==> src/rtl/core/hta_pkg.sv <==
// Shared constants, codes and types of the handle table allocator.
`timescale 1ns / 1ps

package hta_pkg;

  // Table size and the widths that follow from it.
  localparam int NUM_SLOTS    = 64;
  localparam int SLOT_W       = (NUM_SLOTS > 1) ? $clog2(NUM_SLOTS) : 1;

  // Fixed field widths of the request and result items.
  localparam int REQ_W        = 2;
  localparam int WORD_W       = 32;
  localparam int STATUS_W     = 2;
  localparam int NEW_HANDLE_W = 7;

  // Request types.
  localparam logic [REQ_W-1:0] REQ_ALLOC  = 2'd0;
  localparam logic [REQ_W-1:0] REQ_FREE   = 2'd1;
  localparam logic [REQ_W-1:0] REQ_LOOKUP = 2'd2;

  // Result status codes.
  localparam logic [STATUS_W-1:0] ST_OK      = 2'd0;
  localparam logic [STATUS_W-1:0] ST_FULL    = 2'd1;
  localparam logic [STATUS_W-1:0] ST_INVALID = 2'd2;

  // Operation classes handed from the front end to the back end.
  typedef logic [2:0] op_kind_t;
  localparam op_kind_t OP_ALLOC   = 3'd0;
  localparam op_kind_t OP_REJECT  = 3'd1;
  localparam op_kind_t OP_FREE    = 3'd2;
  localparam op_kind_t OP_LOOKUP  = 3'd3;
  localparam op_kind_t OP_INVALID = 3'd4;

  // One classified request.
  typedef struct packed {
    op_kind_t           kind;
    logic [SLOT_W-1:0]  slot;
    logic [WORD_W-1:0]  object_id;
    logic [WORD_W-1:0]  access_rights;
    logic [WORD_W-1:0]  entry_flags;
  } hta_op_t;

  // Queue head offered to the back end.
  typedef struct packed {
    logic    valid;
    hta_op_t op;
  } hta_link_t;

endpackage

==> src/rtl/core/hta_front.sv <==
// Front end: takes request items, classifies them and queues them for the back end.
`timescale 1ns / 1ps

module hta_front (
  input  logic                                clk,
  input  logic                                rst_n,
  input  logic                                in_push,
  output logic                                in_full,
  input  logic [hta_pkg::REQ_W-1:0]           in_req_type,
  input  logic [hta_pkg::WORD_W-1:0]          in_object_id,
  input  logic [hta_pkg::WORD_W-1:0]          in_access_rights,
  input  logic [hta_pkg::WORD_W-1:0]          in_entry_flags,
  input  logic [hta_pkg::WORD_W-1:0]          in_handle,
  output hta_pkg::hta_link_t                  head,
  input  logic                                head_take
);

  localparam int QDEPTH = 2;

  hta_pkg::hta_op_t op_cls;
  logic             handle_ok;
  logic             push;
  logic             pop;

  hta_pkg::hta_op_t q_mem_r [QDEPTH];
  logic             wr_ptr_r;
  logic             wr_ptr_nxt;
  logic             rd_ptr_r;
  logic             rd_ptr_nxt;
  logic [1:0]       count_r;
  logic [1:0]       count_nxt;

  // A handle names slot handle-1; null and out-of-range handles are invalid.
  assign handle_ok = (in_handle != '0) &&
                     (in_handle <= hta_pkg::WORD_W'(hta_pkg::NUM_SLOTS));

  // Classify the item so the back end only has to carry it out.
  always_comb begin
    op_cls.slot          = hta_pkg::SLOT_W'(in_handle - hta_pkg::WORD_W'(1));
    op_cls.object_id     = in_object_id;
    op_cls.access_rights = in_access_rights;
    op_cls.entry_flags   = in_entry_flags;
    unique case (in_req_type)
      hta_pkg::REQ_ALLOC: begin
        op_cls.kind = (in_object_id != '0) ? hta_pkg::OP_ALLOC : hta_pkg::OP_REJECT;
      end
      hta_pkg::REQ_FREE: begin
        op_cls.kind = handle_ok ? hta_pkg::OP_FREE : hta_pkg::OP_INVALID;
      end
      hta_pkg::REQ_LOOKUP: begin
        op_cls.kind = handle_ok ? hta_pkg::OP_LOOKUP : hta_pkg::OP_INVALID;
      end
      default: begin
        op_cls.kind = hta_pkg::OP_INVALID;
      end
    endcase
  end

  // Two-entry queue between the front and back ends.
  assign in_full    = (count_r == 2'(QDEPTH));
  assign push       = in_push && !in_full;
  assign pop        = head.valid && head_take;
  assign wr_ptr_nxt = push ? ~wr_ptr_r : wr_ptr_r;
  assign rd_ptr_nxt = pop ? ~rd_ptr_r : rd_ptr_r;

  always_comb begin
    count_nxt = count_r;
    if (push && !pop) begin
      count_nxt = count_r + 2'd1;
    end else if (pop && !push) begin
      count_nxt = count_r - 2'd1;
    end
  end

  always_ff @(posedge clk) begin
    if (!rst_n) begin
      wr_ptr_r <= 1'b0;
      rd_ptr_r <= 1'b0;
      count_r  <= '0;
    end else begin
      wr_ptr_r <= wr_ptr_nxt;
      rd_ptr_r <= rd_ptr_nxt;
      count_r  <= count_nxt;
    end
  end

  always_ff @(posedge clk) begin
    if (push) begin
      q_mem_r[wr_ptr_r] <= op_cls;
    end
  end

  assign head.valid = (count_r != '0);
  assign head.op    = q_mem_r[rd_ptr_r];

endmodule

==> src/rtl/core/hta_back.sv <==
// Back end: slot store, free-slot search and result register.
`timescale 1ns / 1ps

module hta_back (
  input  logic                                clk,
  input  logic                                rst_n,
  input  hta_pkg::hta_link_t                  head,
  output logic                                head_take,
  output logic                                out_empty,
  input  logic                                out_pop,
  output logic [hta_pkg::STATUS_W-1:0]        out_status,
  output logic [hta_pkg::NEW_HANDLE_W-1:0]    out_new_handle,
  output logic [hta_pkg::WORD_W-1:0]          out_found_object,
  output logic                                out_acquire_ref,
  output logic                                out_release_ref
);

  localparam logic S_IDLE = 1'b0;
  localparam logic S_EXEC = 1'b1;

  logic                                state_r;
  logic                                state_nxt;

  // Slot stores: object ids and the rights/flags pair of each handle.
  logic [hta_pkg::WORD_W-1:0]          obj_mem   [hta_pkg::NUM_SLOTS];
  logic [2*hta_pkg::WORD_W-1:0]        attr_mem  [hta_pkg::NUM_SLOTS];
  logic [hta_pkg::NUM_SLOTS-1:0]       valid_r;
  logic [hta_pkg::NUM_SLOTS-1:0]       valid_nxt;
  logic [hta_pkg::WORD_W-1:0]          rd_data_r;

  hta_pkg::hta_op_t                    op_r;
  logic [hta_pkg::SLOT_W-1:0]          free_idx;
  logic                                free_any;
  logic [hta_pkg::SLOT_W-1:0]          free_idx_r;
  logic                                full_r;

  logic                                retire;
  logic                                slot_valid;
  logic                                obj_we;
  logic                                attr_we;
  logic [hta_pkg::SLOT_W-1:0]          attr_addr;
  logic [2*hta_pkg::WORD_W-1:0]        attr_wdata;

  logic                                res_valid_r;
  logic                                res_valid_nxt;
  logic [hta_pkg::STATUS_W-1:0]        status_r;
  logic [hta_pkg::STATUS_W-1:0]        status_nxt;
  logic [hta_pkg::NEW_HANDLE_W-1:0]    new_handle_r;
  logic [hta_pkg::NEW_HANDLE_W-1:0]    new_handle_nxt;
  logic [hta_pkg::WORD_W-1:0]          found_r;
  logic [hta_pkg::WORD_W-1:0]          found_nxt;
  logic                                acquire_r;
  logic                                acquire_nxt;
  logic                                release_r;
  logic                                release_nxt;

  // Lowest free slot, searched over the valid bits.
  always_comb begin
    free_idx = '0;
    free_any = 1'b0;
    for (int i = hta_pkg::NUM_SLOTS - 1; i >= 0; i--) begin
      if (!valid_r[i]) begin
        free_idx = hta_pkg::SLOT_W'(i);
        free_any = 1'b1;
      end
    end
  end

  // Take an item in the idle state; retire it once the result register is free.
  assign head_take = (state_r == S_IDLE) && head.valid;
  assign retire    = (state_r == S_EXEC) && (!res_valid_r || out_pop);
  assign state_nxt = head_take ? S_EXEC : (retire ? S_IDLE : state_r);

  always_ff @(posedge clk) begin
    if (!rst_n) begin
      state_r <= S_IDLE;
    end else begin
      state_r <= state_nxt;
    end
  end

  // Capture the operation, the slot read and the free-slot search result.
  always_ff @(posedge clk) begin
    if (head_take) begin
      op_r       <= head.op;
      free_idx_r <= free_idx;
      full_r     <= !free_any;
      rd_data_r  <= obj_mem[head.op.slot];
    end
  end

  // An empty slot reads as object zero through its valid bit.
  assign slot_valid = valid_r[op_r.slot];

  // Carry out the operation and form the result.
  always_comb begin
    status_nxt     = hta_pkg::ST_INVALID;
    new_handle_nxt = '0;
    found_nxt      = '0;
    acquire_nxt    = 1'b0;
    release_nxt    = 1'b0;
    obj_we         = 1'b0;
    attr_we        = 1'b0;
    attr_addr      = op_r.slot;
    attr_wdata     = '0;
    valid_nxt      = valid_r;
    unique case (op_r.kind)
      hta_pkg::OP_ALLOC: begin
        if (full_r) begin
          status_nxt = hta_pkg::ST_FULL;
        end else begin
          status_nxt     = hta_pkg::ST_OK;
          new_handle_nxt = hta_pkg::NEW_HANDLE_W'({1'b0, free_idx_r} +
                                                  (hta_pkg::SLOT_W + 1)'(1));
          acquire_nxt    = 1'b1;
          obj_we         = retire;
          attr_we        = retire;
          attr_addr      = free_idx_r;
          attr_wdata     = {op_r.access_rights, op_r.entry_flags};
          valid_nxt[free_idx_r] = 1'b1;
        end
      end
      hta_pkg::OP_REJECT: begin
        status_nxt = hta_pkg::ST_FULL;
      end
      hta_pkg::OP_FREE: begin
        if (slot_valid) begin
          status_nxt  = hta_pkg::ST_OK;
          found_nxt   = rd_data_r;
          release_nxt = 1'b1;
          attr_we     = retire;
          valid_nxt[op_r.slot] = 1'b0;
        end
      end
      hta_pkg::OP_LOOKUP: begin
        status_nxt = hta_pkg::ST_OK;
        found_nxt  = slot_valid ? rd_data_r : '0;
      end
      default: begin
        status_nxt = hta_pkg::ST_INVALID;
      end
    endcase
  end

  // Valid bits mark occupied slots; reset frees every slot at once.
  always_ff @(posedge clk) begin
    if (!rst_n) begin
      valid_r <= '0;
    end else if (retire) begin
      valid_r <= valid_nxt;
    end
  end

  // Store writes. The rights and flags words are kept with each handle.
  always_ff @(posedge clk) begin
    if (obj_we) begin
      obj_mem[free_idx_r] <= op_r.object_id;
    end
    if (attr_we) begin
      attr_mem[attr_addr] <= attr_wdata;
    end
  end

  // Result register towards the output queue interface.
  assign res_valid_nxt = retire ? 1'b1 : (out_pop ? 1'b0 : res_valid_r);

  always_ff @(posedge clk) begin
    if (!rst_n) begin
      res_valid_r <= 1'b0;
    end else begin
      res_valid_r <= res_valid_nxt;
    end
  end

  always_ff @(posedge clk) begin
    if (retire) begin
      status_r     <= status_nxt;
      new_handle_r <= new_handle_nxt;
      found_r      <= found_nxt;
      acquire_r    <= acquire_nxt;
      release_r    <= release_nxt;
    end
  end

  assign out_empty        = !res_valid_r;
  assign out_status       = status_r;
  assign out_new_handle   = new_handle_r;
  assign out_found_object = found_r;
  assign out_acquire_ref  = acquire_r;
  assign out_release_ref  = release_r;

endmodule

==> src/rtl/core/handle_table_allocator.sv <==
// Top level of the handle table allocator: front end, request queue and back end.
`timescale 1ns / 1ps

// Channel   Handshake             Payload
// in_       in_push / in_full     req_type, object_id, access_rights, entry_flags, handle
// out_      out_pop / out_empty   status, new_handle, found_object, acquire_ref, release_ref
//
// In the back end the idle state takes an item, reads the object store and
// searches the valid bits for the lowest free slot; the execute state updates
// the slot and loads the result register once it is free; only then is a new item taken.
// Reset is synchronous and frees every slot at once through the valid bits.
// A two-entry queue keeps taking items while a result waits to be popped.

module handle_table_allocator (
  input  logic                                clk,
  input  logic                                rst_n,
  input  logic                                in_push,
  output logic                                in_full,
  input  logic [hta_pkg::REQ_W-1:0]           in_req_type,
  input  logic [hta_pkg::WORD_W-1:0]          in_object_id,
  input  logic [hta_pkg::WORD_W-1:0]          in_access_rights,
  input  logic [hta_pkg::WORD_W-1:0]          in_entry_flags,
  input  logic [hta_pkg::WORD_W-1:0]          in_handle,
  output logic                                out_empty,
  input  logic                                out_pop,
  output logic [hta_pkg::STATUS_W-1:0]        out_status,
  output logic [hta_pkg::NEW_HANDLE_W-1:0]    out_new_handle,
  output logic [hta_pkg::WORD_W-1:0]          out_found_object,
  output logic                                out_acquire_ref,
  output logic                                out_release_ref
);

  hta_pkg::hta_link_t head;
  logic               head_take;

  // Classification and queueing of request items.
  hta_front u_front (
    .clk              (clk),
    .rst_n            (rst_n),
    .in_push          (in_push),
    .in_full          (in_full),
    .in_req_type      (in_req_type),
    .in_object_id     (in_object_id),
    .in_access_rights (in_access_rights),
    .in_entry_flags   (in_entry_flags),
    .in_handle        (in_handle),
    .head             (head),
    .head_take        (head_take)
  );

  // Slot store and result generation.
  hta_back u_back (
    .clk              (clk),
    .rst_n            (rst_n),
    .head             (head),
    .head_take        (head_take),
    .out_empty        (out_empty),
    .out_pop          (out_pop),
    .out_status       (out_status),
    .out_new_handle   (out_new_handle),
    .out_found_object (out_found_object),
    .out_acquire_ref  (out_acquire_ref),
    .out_release_ref  (out_release_ref)
  );

`ifndef ASSERT_OFF
  // An item never both takes and drops a reference.
  a_ref_exclusive: assert property (@(posedge clk) disable iff (!rst_n)
    !out_empty |-> !(out_acquire_ref && out_release_ref))
    else $error("acquire and release flagged on the same item");

  // A reference is only taken with an ok status.
  a_acquire_ok: assert property (@(posedge clk) disable iff (!rst_n)
    (!out_empty && out_acquire_ref) |-> (out_status == hta_pkg::ST_OK))
    else $error("acquire flagged without ok status");

  // A released object was stored, so it is never the null object.
  a_release_object: assert property (@(posedge clk) disable iff (!rst_n)
    (!out_empty && out_release_ref) |-> (out_found_object != '0))
    else $error("release of a null object");

  // A rejected request or an allocation into a full table reports neither a handle nor a reference.
  a_full_quiet: assert property (@(posedge clk) disable iff (!rst_n)
    (!out_empty && out_status == hta_pkg::ST_FULL) |->
      (out_new_handle == '0 && !out_acquire_ref && !out_release_ref))
    else $error("full status with a handle or reference");
`endif

endmodule
==> config.mk <==
export PLATFORM = sky130hd
export DESIGN_NAME = handle_table_allocator
export DESIGN_NICKNAME = d
export VERILOG_FILES = /design/src/rtl/core/hta_pkg.sv /design/src/rtl/core/hta_front.sv /design/src/rtl/core/hta_back.sv /design/src/rtl/core/handle_table_allocator.sv
export SDC_FILE = /design/constraint.sdc
export NUM_CORES = 2
export LEC_CHECK = 0
export ABC_CLOCK_PERIOD_IN_PS = 9970
export BUFFER_PORTS_ARGS = -buffer_cell sky130_fd_sc_hd__buf_2
export CORE_MARGIN = 3
export CORE_UTILIZATION = 60
export CTS_BUF_LIST = sky130_fd_sc_hd__clkbuf_2
export CTS_CLUSTER_DIAMETER = 40
export DETAILED_ROUTE_END_ITERATION = 8
export PLACE_DENSITY_LB_ADDON = 0.08
export SLEW_MARGIN = 20
export SYNTH_ARGS = -nofsm -noshare
export SYNTH_HDL_FRONTEND = slang
export SYNTH_SLANG_ARGS = --single-unit
export TNS_END_PERCENT = 1
==> constraint.sdc <==
create_clock -name clk -period 9.97 [get_ports clk]
set_clock_uncertainty 0.2 [all_clocks]
set_input_delay 1.4955 -clock clk [delete_from_list [all_inputs] [get_ports clk]]
set_output_delay 1.4955 -clock clk [all_outputs]
set_load 0.02 [all_outputs]
==> run summary <==
Reg2reg setup slack: 4.36 ns
Reg clk slew, reported paths: 0.12 ns
Data arrival time of the critical path: 6.78 ns
Synth Register Bits: 2324
Gpl congestion: 0.901
Worst r2r src: u_front.q_mem_r[1][96]
Largest net degree at the start of global routing: 173
Die Y: 399 µm
Synthesized area per cell: 13.8 µm²
Antenna Violating Nets Remaining: 0
Slew margin rel.: 19.5%
Cell breakdown of the critical path: mux2i_4, buf_4, buf_4, buf_4, and3_1, a311oi_1, o31ai_1, o32ai_1, a221o_1
Final core occ: 66.1%
Tcrit/Tclk final: 56.3%
Initial antenna violation count: 5
DR iter-0 viols: 7511
Synth top area cells: edfxtp_1, nand2_1, a311oi_1
Clock Sink Count: 2324
Largest delay share family, worst path: buffers and inverters
Vias in the first global route: 58200
Clk_lat worst skew: 1.74 ns
Buf+Inv Stages, Crit Path: 3
Max_cap viols: 0
Slew @ Worst Pin: 1.20 ns
Leak: 35.4 nW
Core region area: 153000 µm²
Total track usage: 31.4%
Most instantiated cells after synthesis: edfxtp_1, nand2_1, nand3_1, a311oi_1, clkbuf_1
Final min period: 5.61 ns
Total clock buffers created by CTS: 591
H-tree lvl count: 6
Cell variety after synth: 78
Status: completed
Count leader, synth: edfxtp_1
Highest Clock Rate: 178 MHz
First-pass GRT wire length: 368000 µm
Ys flop type: edfxtp_1
Nets@finish: 7310
Fin. max-slew vios: 0
Most frequent CP cell: buf_4
Post-synthesis cell count: 6715
Crit-path max cell delay: 0.94 ns
CTS Buffer Depth: 4
RSZ-0062 raised after global routing: false
Setup_tns: 0 ns
Number of synthesized flops with an enable pin: 2253
Setup CP Type: reg2reg
WL per Instance: 26.3 µm
CTS tree: built
Hold Path Depth: 6
Reg2Reg Capture Point: u_back.rd_data_r[9]
Resized cells post-CTS: 0
Postcts setup bufs: 0
Power Density: 248 nW/µm²
Area leader, netlist: edfxtp_1
Seq/Total Area, Yosys: 74.5%
Worst hold margin: 0.259 ns
Vias/cell: 6.28
Setup Viol. Count Final: 0
WHS Endpoint: u_front.q_mem_r[1][102]
HP Class: in2reg
Initial core utilization: 60.7%
Mapped Nets: 6852
Slowest cell on crit path: buf_4
Die area: 159000 µm²
Share of cells above drive strength 1: 17.9%
Total Wirelength: 252000 µm
Root Driver: clkbuf_2
Fin. Hold Viols: 0
DRC: 0
Hpwl dp: 127000 µm
CP Max Fanout: 81
Crit path required time: 11.14 ns
Ys async rst share: 0%
Grt ovf: 0
# rows: 143
Warning count from the yosys run: 0
Crit path capture type: flip-flop
CP startpoint: u_front.q_mem_r[1][96]
Post-CTS Hold Buffers: 50
Max rail drop VDD: 0.310 mV
Worst hold path startpoint: in_handle[18]
DRT Pass-1 Iters: 9
Area growth syn-to-layout: 9.00%
Die Wd: 399 µm
Startpoint Class: flip-flop
IO buf count: 114
Share of the synthesized area in the top cell type: 73.0%
Mapped Area: 92700 µm²
Reg2reg path depth: 9
I/O Pins: 179
DR vias: 60100
## worst max path at each step
stage                            to  slack, ns  cells past startpoint
2_1_floorplan  u_back.obj_mem[7][0]       4.47                      6
3_3_place_gp   u_back.rd_data_r[20]       4.53                     11
3_5_place_dp   u_back.rd_data_r[20]       4.53                     11
4_1_cts        u_back.rd_data_r[27]       4.38                     11
5_1_grt        u_back.rd_data_r[20]       4.12                     11
6_report        u_back.rd_data_r[9]       4.36                      9
## state kept, by name, indices dropped and copies added, names as in the netlist, 6 cells and up, named ones only
name / flops
u_back.op_r: 41
u_front.q_mem_r: 82
u_back.rd_data_r: 32
u_back.free_idx_r: 6
u_back.out_new_handle: 7
u_back.obj_mem: 2048
u_back.out_found_object: 32
u_back.valid_r: 64
## area by class of cell
cell class	instances	area [µm²]
Tap cell	2030	2540
Multi-Input combinational cell	3899	22100
Clock buffer	858	4290
Sequential cell	2324	69100
Inverter	31	139
Antenna cell	8	20.0
Fill cell	11200	51700
Timing Repair Buffer	326	2410
Clock inverter	91	492
## cells by family (layout without fill, tap and decap cells)
kind of cell	after synthesis	after routing	share of synthesized area [%]
simple gates	2972	2972	14.0
compound gates	693	693	6.13
flops	2324	2324	74.5
xor+xnor	12	12	0.113
fa+ha+maj	4	4	0.0513
buf+inv	492	1306	2.31
mux	218	218	2.91
other cells	0	8	0
## placed cells by master (no fill, tap or decap), types with 14 or more instances in the layout
cell           netlist  routed
dfxtp_1             71      70
o32ai_1             32      28
and3_1             233     232
o221a_2             14      14
inv_1               27      24
dlygate4sd3_1        0      50
o221a_1             45      45
nand4_1             16      16
and2_1              37      37
clkinv_1             1      64
a311oi_1           330     330
nand3_1            571     571
buf_2              103     114
clkbuf_2             0     858
nor4_1              18      18
nor3_1              54      51
a21oi_1             20      20
mux2_2              35      35
o21ai_0             80      80
nor2_1             102      37
inv_2                3      16
mux2i_1            145     143
buf_4               18     152
nand2_1           1876    1874
nor2_4               0      65
a221o_1             30      30
o31ai_1             33      33
edfxtp_1          2253    2253
mux4_2              34      34
a31oi_1             65      65
## metrics by stage
| step | total power [mW] | setup WS (ns) | cell area, µm² | instances |
|---|---|---|---|---|
| 2_1_floorplan | 16.7 | 4.47 | 92700 | 6715 |
| 3_3_place_gp | 19.0 | 4.53 | 95700 | 8560 |
| 3_5_place_dp | 19.1 | 4.53 | 95700 | 8560 |
| 4_1_cts | 25.1 | 4.38 | 101000 | 9559 |
| 5_1_grt | 26.2 | 4.12 | 101000 | 9563 |
| 6_report | 25.0 | 4.36 | 101000 | 9567 |
## report_power, final
part / switching [mW] / total [mW] / leakage, nW / internal, mW
Combinational: 4.90 / 6.58 / 10.7 / 1.67
Sequential: 0.227 / 12.5 / 20.9 / 12.3
Clock: 3.61 / 5.99 / 3.82 / 2.38
## metal layers
layer  GRT usage, %  wire, µm  up-vias
li1               -         -    26500
met1           43.8     98900    29700
met5              0         0        -
met4           12.0      8610        0
met3           5.66     25100      534
met2           50.0    119000     3377
## worst min-delay path, stage by stage
cell	delay, ns
buf_2	0.08
nor2_1	0.04
nand4_1	0.07
nor3_1	0.07
nand3b_1	0.07
o21ai_0	0.12
Note: power is estimated with default switching activity, not from simulation.
